[src/fppud_pkg.sv]
// ----------------------------------------------------------------------------
// fppud_pkg
// Types and codes shared by the form pair parser with URL decoding.
// ----------------------------------------------------------------------------
package fppud_pkg;

    // Result beat slots in one command; one input byte causes at most five.
    localparam int MAX_RES = 6;

    // Result kinds.
    typedef enum logic [2:0] {
        KIND_KEY        = 3'd0,
        KIND_VALUE      = 3'd1,
        KIND_PAIR_END   = 3'd2,
        KIND_ERROR      = 3'd3,
        KIND_RECORD_END = 3'd4
    } t_kind;

    // Error codes carried with an error beat.
    typedef enum logic [1:0] {
        ERR_NONE        = 2'd0,
        ERR_SEP_IN_KEY  = 2'd1,
        ERR_EQ_IN_VALUE = 2'd2,
        ERR_UNTERM_KEY  = 2'd3
    } t_err;

    // One result beat.
    typedef struct packed {
        logic [7:0] data;
        t_kind      kind;
        t_err       code;
    } t_item;

    // Count and index of beats within one command.
    typedef logic [2:0] t_cnt;

    // Everything one input byte produces, in emit order from index 0.
    typedef struct packed {
        t_cnt                  count;
        t_item [MAX_RES-1:0]   items;
    } t_cmd;

endpackage

[src/fppud_if.sv]
// ----------------------------------------------------------------------------
// fppud_if
// Valid/ready channels for raw input bytes and for parsed result beats.
// ----------------------------------------------------------------------------
interface fppud_in_if;
    logic       valid;
    logic       ready;
    logic [7:0] in_byte;
    logic       in_last;

    modport source (output valid, output in_byte, output in_last, input ready);
    modport sink (input valid, input in_byte, input in_last, output ready);
endinterface

interface fppud_out_if;
    logic       valid;
    logic       ready;
    logic [7:0] out_byte;
    logic [2:0] kind;
    logic [1:0] error_code;
    logic       run_last;

    modport source (
        output valid, output out_byte, output kind, output error_code,
        output run_last, input ready
    );
    modport sink (
        input valid, input out_byte, input kind, input error_code,
        input run_last, output ready
    );
endinterface

[src/form_pair_parser_url_decode_core.sv]
// ----------------------------------------------------------------------------
// form_pair_parser_url_decode_core
// Streaming key=value record parser that URL-decodes value bytes.
// ----------------------------------------------------------------------------
// Usage:
// i_in carries one raw record byte per beat with in_last on the final byte.
// o_out carries result beats: key bytes, decoded value bytes, pair ends,
// errors and record ends, with run_last set on the final beat of each byte.
// One input byte causes zero to five result beats.
// The pair separator is written through i_cfg_wr_en and i_cfg_wr_data; the user
// writes it while the block is idle, which the block itself does not enforce; it resets to the ampersand.
// The first result beat of a byte passes through the command queue and then
// the registered output stage. The parsing front takes one byte per cycle
// while the queue is not full; the back end sends one result beat per cycle
// while the receiver is ready, so a byte with several results holds the back
// end until its last beat is sent while the command queue of DEPTH entries
// absorbs later bytes.
// Reset is synchronous and clears the parse state, the queue and the output
// valid, and restores the separator. When the receiver stalls, the output
// beat holds and the queue fills; i_in.ready drops once the queue is full.
// ----------------------------------------------------------------------------
module form_pair_parser_url_decode_core #(
    parameter int DEPTH = 4
) (
    input  logic        i_clk,
    input  logic        i_rst_n,
    input  logic        i_cfg_wr_en,
    input  logic [7:0]  i_cfg_wr_data,
    fppud_in_if.sink    i_in,
    fppud_out_if.source o_out
);

    logic            push;
    fppud_pkg::t_cmd push_cmd;
    logic            q_full;
    logic            q_valid;
    fppud_pkg::t_cmd q_head;
    logic            pop;

    // Byte classification and parse state.
    fppud_front u_front (
        .i_clk         (i_clk),
        .i_rst_n       (i_rst_n),
        .i_cfg_wr_en   (i_cfg_wr_en),
        .i_cfg_wr_data (i_cfg_wr_data),
        .i_in          (i_in),
        .i_q_full      (q_full),
        .o_push        (push),
        .o_push_cmd    (push_cmd)
    );

    // Command queue between the two halves.
    fppud_queue #(
        .DEPTH (DEPTH)
    ) u_queue (
        .i_clk      (i_clk),
        .i_rst_n    (i_rst_n),
        .i_push     (push),
        .i_push_cmd (push_cmd),
        .o_full     (q_full),
        .o_valid    (q_valid),
        .o_head     (q_head),
        .i_pop      (pop)
    );

    // Result beat sequencing.
    fppud_back u_back (
        .i_clk     (i_clk),
        .i_rst_n   (i_rst_n),
        .i_q_valid (q_valid),
        .i_q_head  (q_head),
        .o_pop     (pop),
        .o_out     (o_out)
    );

endmodule

[src/fppud_front.sv]
// ----------------------------------------------------------------------------
// fppud_front
// Accepts one raw byte per beat, runs the parse state and turns the byte into
// a command that lists every result beat it causes.
// ----------------------------------------------------------------------------
module fppud_front (
    input  logic               i_clk,
    input  logic               i_rst_n,
    input  logic               i_cfg_wr_en,
    input  logic [7:0]         i_cfg_wr_data,
    fppud_in_if.sink           i_in,
    input  logic               i_q_full,
    output logic               o_push,
    output fppud_pkg::t_cmd    o_push_cmd
);

    typedef enum logic [1:0] {
        MODE_KEY   = 2'd0,
        MODE_VALUE = 2'd1,
        MODE_DROP  = 2'd2
    } t_mode;

    // Working copy of the parse state plus the beats collected so far.
    typedef struct packed {
        t_mode           mode;
        logic [1:0]      held;
        logic [7:0]      digit;
        logic            key_started;
        logic            val_trunc;
        fppud_pkg::t_cmd cmd;
    } t_ctx;

    localparam logic [7:0] CH_LF    = 8'h0A;
    localparam logic [7:0] CH_TAB   = 8'h09;
    localparam logic [7:0] CH_VT    = 8'h0B;
    localparam logic [7:0] CH_FF    = 8'h0C;
    localparam logic [7:0] CH_CR    = 8'h0D;
    localparam logic [7:0] CH_SPACE = 8'h20;
    localparam logic [7:0] CH_EQ    = 8'h3D;
    localparam logic [7:0] CH_PCT   = 8'h25;
    localparam logic [7:0] CH_PLUS  = 8'h2B;
    localparam logic [7:0] SEP_RST  = 8'd38;

    logic [7:0] r_sep;
    t_mode      r_mode;
    logic [1:0] r_held;
    logic [7:0] r_digit;
    logic       r_key_started;
    logic       r_val_trunc;
    t_ctx       n_ctx;
    logic       accept;

    function automatic t_ctx f_emit(t_ctx x, logic [7:0] b, fppud_pkg::t_kind k,
                                    fppud_pkg::t_err e);
        t_ctx y;
        y = x;
        y.cmd.items[y.cmd.count] = '{data: b, kind: k, code: e};
        y.cmd.count = y.cmd.count + 3'd1;
        return y;
    endfunction

    function automatic logic f_is_hex(logic [7:0] c);
        return (c >= 8'h30 && c <= 8'h39) || (c >= 8'h41 && c <= 8'h46) ||
               (c >= 8'h61 && c <= 8'h66);
    endfunction

    function automatic logic [3:0] f_hex_val(logic [7:0] c);
        logic [7:0] v;
        if (c >= 8'h61) begin
            v = c - 8'h57;
        end else if (c >= 8'h41) begin
            v = c - 8'h37;
        end else begin
            v = c - 8'h30;
        end
        return v[3:0];
    endfunction

    // A held escape that did not complete goes out as raw value bytes.
    function automatic t_ctx f_flush(t_ctx x);
        t_ctx y;
        y = x;
        if (y.held >= 2'd1) begin
            y = f_emit(y, CH_PCT, fppud_pkg::KIND_VALUE, fppud_pkg::ERR_NONE);
        end
        if (y.held >= 2'd2) begin
            y = f_emit(y, y.digit, fppud_pkg::KIND_VALUE, fppud_pkg::ERR_NONE);
        end
        y.held = 2'd0;
        return y;
    endfunction

    function automatic t_ctx f_plain(t_ctx x, logic [7:0] c);
        t_ctx y;
        y = x;
        if (c == 8'h00) begin
            y.val_trunc = 1'b1;
        end else if (c == CH_PCT) begin
            y.held = 2'd1;
        end else if (c == CH_PLUS) begin
            y = f_emit(y, CH_SPACE, fppud_pkg::KIND_VALUE, fppud_pkg::ERR_NONE);
        end else begin
            y = f_emit(y, c, fppud_pkg::KIND_VALUE, fppud_pkg::ERR_NONE);
        end
        return y;
    endfunction

    function automatic t_ctx f_decode(t_ctx x, logic [7:0] c);
        t_ctx       y;
        logic [7:0] v;
        y = x;
        v = {f_hex_val(x.digit), f_hex_val(c)};
        if (y.val_trunc) begin
            y.held = 2'd0;
        end else if (y.held == 2'd0) begin
            y = f_plain(y, c);
        end else if (y.held == 2'd1) begin
            if (f_is_hex(c)) begin
                y.digit = c;
                y.held  = 2'd2;
            end else begin
                y = f_plain(f_flush(y), c);
            end
        end else begin
            if (f_is_hex(c)) begin
                y.held = 2'd0;
                if (v == 8'h00) begin
                    y.val_trunc = 1'b1;
                end else begin
                    y = f_emit(y, v, fppud_pkg::KIND_VALUE, fppud_pkg::ERR_NONE);
                end
            end else begin
                y = f_plain(f_flush(y), c);
            end
        end
        return y;
    endfunction

    function automatic t_ctx f_end_pair(t_ctx x);
        t_ctx y;
        y = f_flush(x);
        y = f_emit(y, 8'h00, fppud_pkg::KIND_PAIR_END, fppud_pkg::ERR_NONE);
        y.val_trunc   = 1'b0;
        y.key_started = 1'b0;
        return y;
    endfunction

    function automatic t_ctx f_end_record(t_ctx x);
        t_ctx y;
        y = x;
        if (y.mode == MODE_VALUE) begin
            y = f_end_pair(y);
        end else if (y.mode == MODE_KEY && y.key_started) begin
            y = f_emit(y, 8'h00, fppud_pkg::KIND_ERROR, fppud_pkg::ERR_UNTERM_KEY);
        end
        y = f_emit(y, 8'h00, fppud_pkg::KIND_RECORD_END, fppud_pkg::ERR_NONE);
        y.mode        = MODE_KEY;
        y.held        = 2'd0;
        y.digit       = 8'h00;
        y.key_started = 1'b0;
        y.val_trunc   = 1'b0;
        return y;
    endfunction

    // Classify the byte against the current state and collect its beats.
    always_comb begin
        logic [7:0] c;
        logic       ended;
        c     = i_in.in_byte;
        ended = 1'b0;
        n_ctx = '{mode: r_mode, held: r_held, digit: r_digit,
                  key_started: r_key_started, val_trunc: r_val_trunc, cmd: '0};
        if (c == CH_LF) begin
            n_ctx = f_end_record(n_ctx);
            ended = 1'b1;
        end else if (c == CH_SPACE || c == CH_TAB || c == CH_VT || c == CH_FF ||
                     c == CH_CR) begin
            n_ctx = n_ctx;
        end else if (n_ctx.mode == MODE_KEY) begin
            if (c == CH_EQ) begin
                n_ctx.mode      = MODE_VALUE;
                n_ctx.held      = 2'd0;
                n_ctx.val_trunc = 1'b0;
            end else if (c == r_sep) begin
                n_ctx = f_emit(n_ctx, 8'h00, fppud_pkg::KIND_ERROR,
                               fppud_pkg::ERR_SEP_IN_KEY);
                n_ctx.mode = MODE_DROP;
            end else begin
                n_ctx = f_emit(n_ctx, c, fppud_pkg::KIND_KEY, fppud_pkg::ERR_NONE);
                n_ctx.key_started = 1'b1;
            end
        end else if (n_ctx.mode == MODE_VALUE) begin
            if (c == r_sep) begin
                n_ctx      = f_end_pair(n_ctx);
                n_ctx.mode = MODE_KEY;
            end else if (c == CH_EQ) begin
                n_ctx = f_emit(n_ctx, 8'h00, fppud_pkg::KIND_ERROR,
                               fppud_pkg::ERR_EQ_IN_VALUE);
                n_ctx.mode = MODE_DROP;
                n_ctx.held = 2'd0;
            end else begin
                n_ctx = f_decode(n_ctx, c);
            end
        end
        if (i_in.in_last && !ended) begin
            n_ctx = f_end_record(n_ctx);
        end
    end

    assign i_in.ready = !i_q_full;
    assign accept     = i_in.valid && !i_q_full;
    assign o_push     = accept && (n_ctx.cmd.count != 3'd0);
    assign o_push_cmd = n_ctx.cmd;

    // Configuration register and parse state.
    always_ff @(posedge i_clk) begin
        if (!i_rst_n) begin
            r_sep         <= SEP_RST;
            r_mode        <= MODE_KEY;
            r_held        <= 2'd0;
            r_digit       <= 8'h00;
            r_key_started <= 1'b0;
            r_val_trunc   <= 1'b0;
        end else begin
            if (i_cfg_wr_en) begin
                r_sep <= i_cfg_wr_data;
            end
            if (accept) begin
                r_mode        <= n_ctx.mode;
                r_held        <= n_ctx.held;
                r_digit       <= n_ctx.digit;
                r_key_started <= n_ctx.key_started;
                r_val_trunc   <= n_ctx.val_trunc;
            end
        end
    end

endmodule

[src/fppud_queue.sv]
// ----------------------------------------------------------------------------
// fppud_queue
// Short FIFO of commands between the parsing front and the emitting back.
// ----------------------------------------------------------------------------
module fppud_queue #(
    parameter int DEPTH = 4
) (
    input  logic               i_clk,
    input  logic               i_rst_n,
    input  logic               i_push,
    input  fppud_pkg::t_cmd    i_push_cmd,
    output logic               o_full,
    output logic               o_valid,
    output fppud_pkg::t_cmd    o_head,
    input  logic               i_pop
);

    localparam int AW = $clog2(DEPTH);
    localparam int CW = $clog2(DEPTH + 1);

    fppud_pkg::t_cmd r_mem [DEPTH];
    logic [AW-1:0]   r_wr;
    logic [AW-1:0]   r_rd;
    logic [CW-1:0]   r_count;

    assign o_full  = (r_count == CW'(DEPTH));
    assign o_valid = (r_count != '0);
    assign o_head  = r_mem[r_rd];

    // Entry storage.
    always_ff @(posedge i_clk) begin
        if (i_push) begin
            r_mem[r_wr] <= i_push_cmd;
        end
    end

    // Pointers and fill level.
    always_ff @(posedge i_clk) begin
        if (!i_rst_n) begin
            r_wr    <= '0;
            r_rd    <= '0;
            r_count <= '0;
        end else begin
            if (i_push) begin
                r_wr <= (r_wr == AW'(DEPTH - 1)) ? '0 : r_wr + AW'(1);
            end
            if (i_pop) begin
                r_rd <= (r_rd == AW'(DEPTH - 1)) ? '0 : r_rd + AW'(1);
            end
            if (i_push && !i_pop) begin
                r_count <= r_count + CW'(1);
            end else if (!i_push && i_pop) begin
                r_count <= r_count - CW'(1);
            end
        end
    end

endmodule

[src/fppud_back.sv]
// ----------------------------------------------------------------------------
// fppud_back
// Walks the head command's beats one per cycle into a registered output stage
// unless the receiver stalls, and releases the command after its last beat.
// ----------------------------------------------------------------------------
module fppud_back (
    input  logic               i_clk,
    input  logic               i_rst_n,
    input  logic               i_q_valid,
    input  fppud_pkg::t_cmd    i_q_head,
    output logic               o_pop,
    fppud_out_if.source        o_out
);

    fppud_pkg::t_cnt r_idx;
    logic            r_valid;
    fppud_pkg::t_item r_item;
    logic            r_last;
    logic            load;
    logic            last_beat;

    assign load      = !r_valid || o_out.ready;
    assign last_beat = (r_idx == i_q_head.count - 3'd1);
    assign o_pop     = load && i_q_valid && last_beat;

    // Beat index and output valid.
    always_ff @(posedge i_clk) begin
        if (!i_rst_n) begin
            r_idx   <= '0;
            r_valid <= 1'b0;
        end else if (load) begin
            r_valid <= i_q_valid;
            if (i_q_valid) begin
                r_idx <= last_beat ? '0 : r_idx + 3'd1;
            end
        end
    end

    // Output payload.
    always_ff @(posedge i_clk) begin
        if (load && i_q_valid) begin
            r_item <= i_q_head.items[r_idx];
            r_last <= last_beat;
        end
    end

    assign o_out.valid      = r_valid;
    assign o_out.out_byte   = r_item.data;
    assign o_out.kind       = r_item.kind;
    assign o_out.error_code = r_item.code;
    assign o_out.run_last   = r_last;

endmodule

[src/flat_wrapper.sv]
// flat-port wrapper written by rule: the top's interface ports become plain ports
module form_pair_parser_url_decode_core_flat 
#(
    parameter int DEPTH = 4
)
  (i_clk, i_rst_n, i_cfg_wr_en, i_cfg_wr_data, i_in_valid, i_in_in_byte, i_in_in_last, i_in_ready, o_out_valid, o_out_out_byte, o_out_kind, o_out_error_code, o_out_run_last, o_out_ready);
  fppud_in_if i_in_i ();
  fppud_out_if o_out_i ();
  input  logic i_clk;
  input  logic i_rst_n;
  input  logic i_cfg_wr_en;
  input  logic [7:0] i_cfg_wr_data;
  input wire logic [$bits(i_in_i.valid)-1:0] i_in_valid;
  input wire logic [$bits(i_in_i.in_byte)-1:0] i_in_in_byte;
  input wire logic [$bits(i_in_i.in_last)-1:0] i_in_in_last;
  output wire logic [$bits(i_in_i.ready)-1:0] i_in_ready;
  output wire logic [$bits(o_out_i.valid)-1:0] o_out_valid;
  output wire logic [$bits(o_out_i.out_byte)-1:0] o_out_out_byte;
  output wire logic [$bits(o_out_i.kind)-1:0] o_out_kind;
  output wire logic [$bits(o_out_i.error_code)-1:0] o_out_error_code;
  output wire logic [$bits(o_out_i.run_last)-1:0] o_out_run_last;
  input wire logic [$bits(o_out_i.ready)-1:0] o_out_ready;
  assign i_in_i.valid = i_in_valid;
  assign i_in_i.in_byte = i_in_in_byte;
  assign i_in_i.in_last = i_in_in_last;
  assign i_in_ready = i_in_i.ready;
  assign o_out_valid = o_out_i.valid;
  assign o_out_out_byte = o_out_i.out_byte;
  assign o_out_kind = o_out_i.kind;
  assign o_out_error_code = o_out_i.error_code;
  assign o_out_run_last = o_out_i.run_last;
  assign o_out_i.ready = o_out_ready;
  form_pair_parser_url_decode_core #(.DEPTH(DEPTH)) u_core (.i_clk(i_clk), .i_rst_n(i_rst_n), .i_cfg_wr_en(i_cfg_wr_en), .i_cfg_wr_data(i_cfg_wr_data), .i_in(i_in_i), .o_out(o_out_i));
endmodule
[config.mk]
export PLATFORM = sky130hd
export DESIGN_NAME = form_pair_parser_url_decode_core_flat
export DESIGN_NICKNAME = d
export VERILOG_FILES = /design/src/fppud_pkg.sv /design/src/fppud_if.sv /design/src/form_pair_parser_url_decode_core.sv /design/src/fppud_front.sv /design/src/fppud_queue.sv /design/src/fppud_back.sv /design/src/flat_wrapper.sv
export SDC_FILE = /design/constraint.sdc
export NUM_CORES = 1
export LEC_CHECK = 0
export ABC_AREA = 0
export BUFFER_PORTS_ARGS = -buffer_cell sky130_fd_sc_hd__buf_2
export CAP_MARGIN = 10
export CORE_MARGIN = 2
export CORE_UTILIZATION = 40
export CTS_CLUSTER_DIAMETER = 30
export DETAILED_ROUTE_END_ITERATION = 8
export GPL_TIMING_DRIVEN = 0
export SETUP_SLACK_MARGIN = 0.1
export SLEW_MARGIN = 20
export SYNTH_ARGS = -nofsm -noshare
export SYNTH_HDL_FRONTEND = slang
export SYNTH_HIERARCHICAL = 1
export SYNTH_SLANG_ARGS = --single-unit
[constraint.sdc]
create_clock -name i_clk -period 10.9 [get_ports i_clk]
set_clock_uncertainty 0.05 [all_clocks]
set_input_delay 2.18 -clock i_clk [delete_from_list [all_inputs] [get_ports i_clk]]
set_output_delay 2.18 -clock i_clk [all_outputs]
set_load 0.01 [all_outputs]
# Word level (Yosys, flattened, before mapping)
# Memory sizes are Yosys's and may differ from the RTL's. A register that Yosys moved wholly into a read port is not among the register bits.
# Index checks and enable logic that the tools add are counted.
dict set report totals {
  regBits 47
  ram_bits 324
  input_bits 22
  word_cells 359
  mem_count 1
}
dict set report classes {
  add_sub_neg 25
  n_lt_le_gt_ge 42
  eq_ne 17
  muxes 186
  n_bitwise 27
  n_reduce_logical 46
}
# memory depth width rd rd_clocked_by_memory_dff wr line_no
set memory_table {}
lappend memory_table {u_core.u_queue.r_mem 4 81 1 1 1 fppud_queue.sv:21} ;# fppud_pkg::t_cmd r_mem [DEPTH];
# op count
set op_table {}
lappend op_table {{95-bit 2-to-1 mux} 62}
lappend op_table {{81-bit 2-to-1 mux} 20}
lappend op_table {{93-bit 2-to-1 mux} 9}
lappend op_table {{91-bit 2-to-1 mux} 7}
lappend op_table {{78-bit bitwise mux} 7}
lappend op_table {{13-bit demux with 3-bit select} 13}
lappend op_table {{79-bit 2-to-1 mux} 5}
lappend op_table {{72-bit AND} 5}
lappend op_table {{72-bit inverter} 5}
lappend op_table {{13-bit 2-to-1 mux} 16}
lappend op_table {{78-bit 2-to-1 mux} 2}
lappend op_table {{66-bit AND} 2}
lappend op_table {{66-bit inverter} 2}
lappend op_table {{54-bit AND} 2}
lappend op_table {{54-bit inverter} 2}
lappend op_table {{83-bit 2-to-1 mux} 1}
lappend op_table {{4-bit 2-to-1 mux} 17}
lappend op_table {{3-bit by 4-bit less-than comparator with 1-bit output, second input constant} 14}
lappend op_table {{24-bit bitwise OR} 2}
lappend op_table {{3-bit by 1-bit adder with 3-bit output, second input constant} 15}
lappend op_table {{8-bit by 4-bit == test with 1-bit output, second input constant} 5}
lappend op_table {{13-bit binary-select mux with 3-bit select} 1}
lappend op_table {{3-bit by 1-bit greater-or-equal comparator with 1-bit output, second input constant} 13}
lappend op_table {{8-bit by 6-bit == test with 1-bit output, second input constant} 4}
lappend op_table {{other kinds (31)} 112}

# Longest topological paths before layout
# Gate-level depths: netlist of the first run.
dict set report logic_depth {
  depth_word 99
  depth_mapped 30
}

# Hierarchy
# The synthesis of the first run kept the hierarchy.
# mod instances cells_each area_each_um2
set by_module_without_submodules {}
lappend by_module_without_submodules {fppud_queue 1 467 12228.0}
lappend by_module_without_submodules {fppud_front 1 687 4639.4}
lappend by_module_without_submodules {fppud_back 1 105 1287.5}

# Worst setup path before layout of the first run
# Ideal clock, no wire load.
dict set report synth_timing {
  path_type {input to register}
  from {input port i_in_in_byte[0]}
  to {memory u_core/u_queue/r_mem[0][0] (netlist bit) (enable)}
  arrival_time_ps 8906
  t_required_ps 10402
  setup_slack_ps 1496
  cell_stages 24
  path_buffers 2
  path_cell_list {buf_2 -> inv_1 -> ha_1 -> nor4b_1 -> a21oi_1 -> mux2i_1 -> nor4_1 -> a211oi_1 -> nor2_4 -> inv_4 -> clkbuf_1 -> ha_1 -> mux2_4 -> ha_1 -> mux2i_4 -> inv_2 -> ha_1 -> and2_1 -> mux2i_1 -> nand2_1 -> nor2_1 -> mux2i_1 -> a31oi_1 -> and2_1}
}
dict set report synth_via {
  elab_chain_len 38
  word_cells_on_any_way 96
}
# element line_no
set synth_lines {}
lappend synth_lines {{start: declaration} flat_wrapper.sv:14} ;# input wire logic [$bits(i_in_i.in_byte)-1:0] i_in_in_byte;
lappend synth_lines {{8-bit by 7-bit greater-or-equal comparator with 1-bit output, or another cell as far along} {fppud_front.sv:63, fppud_front.sv:71}}
lappend synth_lines {{4-bit 2-to-1 mux} fppud_front.sv:71} ;# end else if (c >= 8'h41) begin
lappend synth_lines {{4-bit 2-to-1 mux} fppud_front.sv:69} ;# if (c >= 8'h61) begin
lappend synth_lines {{4-bit 2-to-1 mux} fppud_front.sv:196} ;# end else if (c == CH_EQ) begin
lappend synth_lines {{4-bit 2-to-1 mux} fppud_front.sv:193} ;# if (c == r_sep) begin
lappend synth_lines {{4-bit 2-to-1 mux} fppud_front.sv:192} ;# end else if (n_ctx.mode == MODE_VALUE) begin
lappend synth_lines {{4-bit 2-to-1 mux} fppud_front.sv:179} ;# end else if (n_ctx.mode == MODE_KEY) begin
lappend synth_lines {{4-bit 2-to-1 mux} fppud_front.sv:176} ;# end else if (c == CH_SPACE || c == CH_TAB || c == CH_VT || c == CH_FF ||
lappend synth_lines {{[23 not listed]} n/a}
lappend synth_lines {{81-bit 2-to-1 mux} fppud_front.sv:205} ;# if (i_in.in_last && !ended) begin
lappend synth_lines {{3-bit by 1-bit adder with 3-bit output} fppud_front.sv:58} ;# y.cmd.count = y.cmd.count + 3'd1;
lappend synth_lines {{95-bit 2-to-1 mux *} fppud_front.sv:205}
lappend synth_lines {{3-bit nonzero test *} fppud_front.sv:212} ;# assign o_push = accept && (n_ctx.cmd.count != 3'd0);
lappend synth_lines {{1-bit logical AND *} fppud_front.sv:212}
lappend synth_lines {{named net u_core.push} form_pair_parser_url_decode_core.sv:33} ;# logic push;
lappend synth_lines {{1-bit 2-to-1 mux *} fppud_queue.sv:32} ;# if (i_push) begin
lappend synth_lines {{1-bit 2-to-1 mux (implied by the code) *} fppud_queue.sv:33} ;# r_mem[r_wr] <= i_push_cmd;
lappend synth_lines {{end: declaration} fppud_queue.sv:21}
# The timed path passes the listed nets; every way through them passes the cells marked *. The select of a mux whose other input is x is not followed.

# Final worst setup path of the first run
dict set report layout_timing {
  from {input port i_in_in_byte[1]}
  to {memory u_core/u_queue/r_mem[3][11] (netlist bit) (enable)}
}
# The elaborated chain is that of the path after synthesis.

==> impl_metrics.env, run 1 <==
export IMPL_drc=0
export IMPL_place_inst=1916
export IMPL_hp_start="u_core/u_front/r_sep[2]"
export IMPL_netSwitchingFraction=0.270
export IMPL_crit_fanout=30
export IMPL_post_route_period_util=0.873
export IMPL_p_leak_nw=7.86
export IMPL_reg2reg_from="u_core/u_front/r_digit[0]"
export IMPL_clock_latency_on_the_worst_skew_pair_ns=0.60
export IMPL_io_pins=38
export IMPL_pwr_share_comb=0.194
export IMPL_numCtsBuffers=82
export IMPL_grt_max_degree=47
export IMPL_cts_reportedPaths_clkPinSlew_ns=0.05
export IMPL_critical_path_source_type="input port"
export IMPL_grt_antenna_before_repair=0
export IMPL_yosys_register_bits=373
export IMPL_cts_root_buffer="clkbuf_16"
export IMPL_report_final_setup_viol=0
export IMPL_grt_usage=0.206
export IMPL_wl_per_cell_um=22.9
export IMPL_grt_remaining_overflow=0
export IMPL_netSwitchingPower_mw=1.44
export IMPL_finalWeightedCongestion=0.936
export IMPL_tightest_slew_ns=1.13
export IMPL_critPathKind="input port to register"
export IMPL_fin_ws_ns=1.39
export IMPL_critical_path_required_ns=11.15
export IMPL_detailed_place_hpwl_um=32600
export IMPL_synth_flop_cell="edfxtp_1"
export IMPL_floorplan_die_height_um=217
export IMPL_ys_warn_count=6
export IMPL_synth_edff_count=338
export IMPL_totalWireLength_um=47300
export IMPL_crit_slowest_cell="a31oi_1"
export IMPL_drt_pre_antenna_iters=6
export IMPL_critPathCaptureType="register"
export IMPL_tns_ns=0
export IMPL_cellPowerDensity_nw_per_um2=240
export IMPL_critical_path_reg2reg_endpoint="u_core/u_queue/r_mem[3][11]"
export IMPL_worstSetupStartpoint="i_in_in_byte[1]"
export IMPL_achievable_frequency_ghz=0.105
export IMPL_synth_top_area_share=0.559
export IMPL_finalCriticalPeriod_ns=9.51
export IMPL_floorplan_rows=78
export IMPL_cts_buffer_depth=3
export IMPL_power_consumption_mw=5.32
export IMPL_distinct_cells_synth=87
export IMPL_outcome="finished, final reports clean"
export IMPL_postSynthCellCount=1259
export IMPL_cts_sink_count=373
export IMPL_grt_first_pass_wirelength_um=71900
export IMPL_drt_antenna_violating_nets=0
export IMPL_via_count=11400
export IMPL_antennaDiodeCount=0
export IMPL_drive_above_1_share=0.291
export IMPL_grt_pass1_vias=11700
export IMPL_hold_buffers_post_cts=0
export IMPL_ctsResizeCount=0
export IMPL_ir_drop_mv=0.142
export IMPL_io_buffers=34
export IMPL_post_place_ws_ns=0.904
export IMPL_yosysSeqAreaShare=0.598
export IMPL_final_net_count=1442
export IMPL_power_sequential_fraction=0.338
export IMPL_reg2reg_setup_slack_ns=2.85
export IMPL_drt_initial_drc_count=1038
export IMPL_power_clock_fraction=0.467
export IMPL_area_growth_pct=22.2
export IMPL_slew_viol_final=0
export IMPL_final_instance_count_excl_fill=2067
export IMPL_power_report_internal_total_mw=3.88
export IMPL_final_hold_viol_count=0
export IMPL_htree_levels=3
export IMPL_relSlewSlack=0.240
export IMPL_cp_data_arrival_time_ns=9.76
export IMPL_crit_path_max_incr_delay_ns=0.70
export IMPL_ff2ff_path_depth=26
export IMPL_cp_common_cell="ha_1"
export IMPL_hold_class="register to register"
export IMPL_drv_cap=0
export IMPL_synth_most_common_cell="edfxtp_1"
export IMPL_synth_async_reset_ratio=0
export IMPL_netlist_top_cells_area="edfxtp_1, mux4_2, dfxtp_1, buf_4, mux2i_1"
export IMPL_drt_vias_per_instance=5.51
export IMPL_grt_setup_unrepaired="false"
export IMPL_critical_path_endpoint="u_core/u_queue/r_mem[3][11]"
export IMPL_synth_cells_most_frequent="edfxtp_1, mux4_2, buf_4"
export IMPL_synth_top_area_cell="edfxtp_1"
export IMPL_synth_cell_area_um2=18200
export IMPL_syn_area_per_cell_um2=14.4
export IMPL_core_region_area_um2=45100
export IMPL_die_area_um2=47100
export IMPL_fp_dieW_um=217
export IMPL_hold_slack_ns=0.460
export IMPL_cts_tree="done"
export IMPL_post_cts_setup_buffers=0
export IMPL_initial_utilization=0.403
## cells in the final DEF (no fill, tap or decap), types with 27 or more instances in the layout
master	n
a21oi_1	57
mux2i_1	34
clkbuf_16	82
nand2_1	70
buf_4	82
nor2_1	62
o21ai_0	34
inv_1	34
dfxtp_1	35
nor2b_1	31
edfxtp_1	338
nand3_1	27
clkbuf_1	39
nor3_1	27
mux4_2	94
buf_2	53
## through the flow
stage,utilization,cell area (um^2)
detailed placement,0.428,19300
finish,0.492,22200
CTS,0.492,22200
global route,0.492,22200
floorplan,-,18200
global placement,0.424,19100
## registers in the layout, indices dropped and copies added, names as in the netlist, 3 cells and up, named ones only
| register | count |
|---|---|
| u_core/u_front/r_digit | 8 |
| u_core/u_back/r_idx | 3 |
| u_core/u_front/r_sep | 8 |
| u_core/u_queue/r_count | 3 |
| u_core/u_queue/r_mem | 324 |
| u_core/u_back/o_out.out_byte | 8 |
| u_core/u_back/o_out.kind | 3 |
## power by group through the flow
stage / Clock [mW] / Combinational [mW] / Sequential [mW]
2_1_floorplan: 0 / 0.707 / 1.84
3_3_place_gp: 0 / 1.02 / 1.84
3_5_place_dp: 0 / 1.05 / 1.83
4_1_cts: 2.53 / 1.05 / 1.80
5_1_grt: 2.61 / 1.10 / 1.81
6_report: 2.49 / 1.03 / 1.80
## worst min-delay path by stage
stage | to | slack [ns] | cells after the start
2_1_floorplan | u_core/u_front/r_sep[1] | 0.41 | 2
3_3_place_gp | u_core/u_front/r_sep[5] | 0.43 | 2
3_5_place_dp | u_core/u_front/r_sep[2] | 0.45 | 2
4_1_cts | u_core/u_front/r_sep[2] | 0.46 | 2
5_1_grt | u_core/u_queue/r_count[2] | 0.50 | 2
6_report | u_core/u_front/r_sep[2] | 0.46 | 2
## layer usage
metal | track usage | vias to the layer above | routed length [um]
met4 | 0.0772 | 0 | 1540
met5 | 0 | - | 0
met1 | 0.277 | 5720 | 20400
met3 | 0.0457 | 99 | 2860
met2 | 0.329 | 429 | 22600
li1 | - | 5131 | -
## cell type report
cell class              instances  area (um^2)
fillers                      3909        22900
flip-flops and latches        373        10900
multi-input cells             714         6160
clock buffers                  87         2070
plain buffers                 151         1070
clock inverters                64          802
well taps                     600          751
repair buffers                 41          340
inverters                      37          141
## critical path, delay by kind of cell
kind	cells	cell delay, ns
buffers and inverters	8	1.51
AOI/OAI and AO/OA	3	1.20
and+or+nand+nor	7	2.32
muxes	5	1.24
adders and majority gates	4	1.19
## cells by family after synthesis
group | share of synthesized area
other | 0.000207
and+or+nand+nor | 0.0853
buffers and inverters | 0.0667
DFF | 0.598
adders and majority gates | 0.0142
xor gates and xnor gates | 0.0140
AOI/OAI and AO/OA | 0.0833
muxes | 0.139
Power figures use the tool's default switching activity.
==> inputs of run 2 (changes only) <==
Settings changed: BUFFER_PORTS_ARGS -buffer_cell sky130_fd_sc_hd__buf_2 to -buffer_cell sky130_fd_sc_hd__clkbuf_2, CORE_UTILIZATION 40 to 60, PLACE_DENSITY set to 0.77.
==> impl_metrics.env, run 2 (synthesis results as in run 1) <==
export IMPL_cts_sink_count=373
export IMPL_cts_buffer_depth=3
export IMPL_floorplan_die_height_um=178
export IMPL_p_leak_nw=7.73
export IMPL_antennaDiodeCount=0
export IMPL_drc=0
export IMPL_drt_initial_drc_count=1499
export IMPL_final_common_cell="edfxtp_1"
export IMPL_relSlewSlack=0.369
export IMPL_registers_top_by_ff_count="u_core/u_queue/r_mem"
export IMPL_slew_viol_final=0
export IMPL_cts_reportedPaths_clkPinSlew_ns=0.04
export IMPL_grt_first_pass_wirelength_um=75900
export IMPL_area_growth_pct=19.2
export IMPL_post_dp_cell_area_um2=19000
export IMPL_tightest_slew_ns=0.942
export IMPL_final_instance_count_excl_fill=1842
export IMPL_via_count=12100
export IMPL_cp_data_arrival_time_ns=9.84
export IMPL_grt_max_degree=46
export IMPL_initial_utilization=0.611
export IMPL_io_pins=38
export IMPL_crit_fanout=45
export IMPL_achievable_frequency_ghz=0.103
export IMPL_die_area_um2=31700
export IMPL_ir_drop_mv=0.194
export IMPL_critical_path_required_ns=11.08
export IMPL_report_final_setup_viol=0
export IMPL_place_inst=1705
export IMPL_cellPowerDensity_nw_per_um2=240
export IMPL_clock_latency_on_the_worst_skew_pair_ns=0.58
export IMPL_floorplan_rows=63
export IMPL_drive_above_1_share=0.282
export IMPL_final_hold_viol_count=0
export IMPL_fin_area_um2=21600
export IMPL_hold_class="register to register"
export IMPL_final_net_count=1433
export IMPL_grt_antenna_before_repair=1
export IMPL_critPathKind="input port to register"
export IMPL_io_buffers=34
export IMPL_reg2reg_setup_slack_ns=2.79
export IMPL_grt_usage=0.332
export IMPL_grt_remaining_overflow=0
export IMPL_final_cell_mix="edfxtp_1, mux4_2, buf_4, clkbuf_16, nand2_1"
export IMPL_critical_path_source_type="input port"
export IMPL_finalCriticalPeriod_ns=9.67
export IMPL_hold_buffers_post_cts=0
export IMPL_drt_antenna_violating_nets=0
export IMPL_drt_pre_antenna_iters=6
export IMPL_totalWireLength_um=50600
export IMPL_critPathCaptureType="register"
export IMPL_wl_per_cell_um=27.5
export IMPL_flip_flop_count_of_the_largest_register_all_copies_and_words_added=324
export IMPL_grt_pass1_vias=12200
export IMPL_post_cts_setup_buffers=0
export IMPL_outcome="finished, final reports clean"
export IMPL_utilization=0.728
export IMPL_post_route_period_util=0.887
export IMPL_ctsResizeCount=0
export IMPL_detailed_place_hpwl_um=32100
export IMPL_grt_setup_unrepaired="false"
export IMPL_drv_cap=0
export IMPL_finalWeightedCongestion=0.970
export IMPL_fp_dieW_um=178
export IMPL_numCtsBuffers=74
export IMPL_cts_root_buffer="clkbuf_16"
export IMPL_drt_vias_per_instance=6.58
export IMPL_htree_levels=3
export IMPL_core_region_area_um2=29700
export IMPL_cts_tree="done"
run 2: cell types whose count changed in the layout (fill, tap and decap cells not counted):
cell,delta
buf_2,-34
clkbuf_1,+4
clkinv_4,-3
bufinv_16,+1
clkinvlp_4,-6
clkbuf_2,+34
buf_16,-1
clkinv_8,+1
clkbuf_16,-8
inv_6,-1
clkinv_1,-1
clkinv_16,-1
run 2: per-layer routing:
layer,wire [um],GRT usage,vias up,part of all wire
met4,2110,0.136,0,0.042
li1,-,-,5104,-
met2,24900,0.550,823,0.49
met5,0,0,-,0
met1,18800,0.435,6046,0.37
met3,4770,0.0621,151,0.094
run 2: area by class of cell:
class	instances	area [um^2]
multi-input combinational	714	6160
clock buffer	83	1890
tap	390	488
fill	1754	8070
sequential	373	10900
timing repair buffer	40	313
inverter	37	141
clock inverter	54	734
buffer	151	1070
run 2: worst max-delay path, cell delays in order:
cell      delay (ns)
clkbuf_2        0.11
buf_2           0.27
inv_1           0.23
ha_1            0.28
or3_1           0.30
a21oi_1         0.30
o21ai_0         0.36
o21a_1          0.25
a211oi_1        0.44
nor2_4          0.16
inv_4           0.14
clkbuf_1        0.42
ha_1            0.42
mux2_4          0.33
ha_1            0.31
mux2i_4         0.26
inv_2           0.12
ha_1            0.21
and2_1          0.14
mux2i_1         0.34
nand2_1         0.19
nor2_1          0.12
mux2i_1         0.11
a31oi_1         0.67
and2_4          0.76
buf_12          0.32
run 2: worst paths after layout:
| kind | end | startpoint | depth (start not counted) |
|---|---|---|---|
| hold / removal | u_core/u_front/r_sep[5] | u_core/u_front/r_sep[5] | 2 |
| setup reg to reg | u_core/u_queue/r_mem[3][22] | u_core/u_front/r_digit[0] | 25 |
| setup / recovery | u_core/u_queue/r_mem[3][22] | i_in_in_byte[0] | 26 |
| hold reg to reg | u_core/u_front/r_sep[5] | u_core/u_front/r_sep[5] | 2 |
run 2: through the flow:
stage / setup slack, ns / total power, mW / setup TNS, ns / hold slack (ns)
final: 1.23 / 5.20 / 0 / 0.449
after detailed placement: 0.763 / 2.86 / 0 / 0.431
after global placement: -1.53 / 2.83 / -481.47 / 0.426
after CTS: 1.28 / 5.23 / 0 / 0.448
after floorplan: 1.50 / 2.55 / 0 / 0.412
after global routing: 0.749 / 5.36 / 0 / 0.487
run 2: report_power, final:
group / internal, mW / switching, mW / total [mW]
registers: 1.76 / 0.0555 / 1.81
logic: 0.485 / 0.570 / 1.06
clock network: 1.53 / 0.801 / 2.33
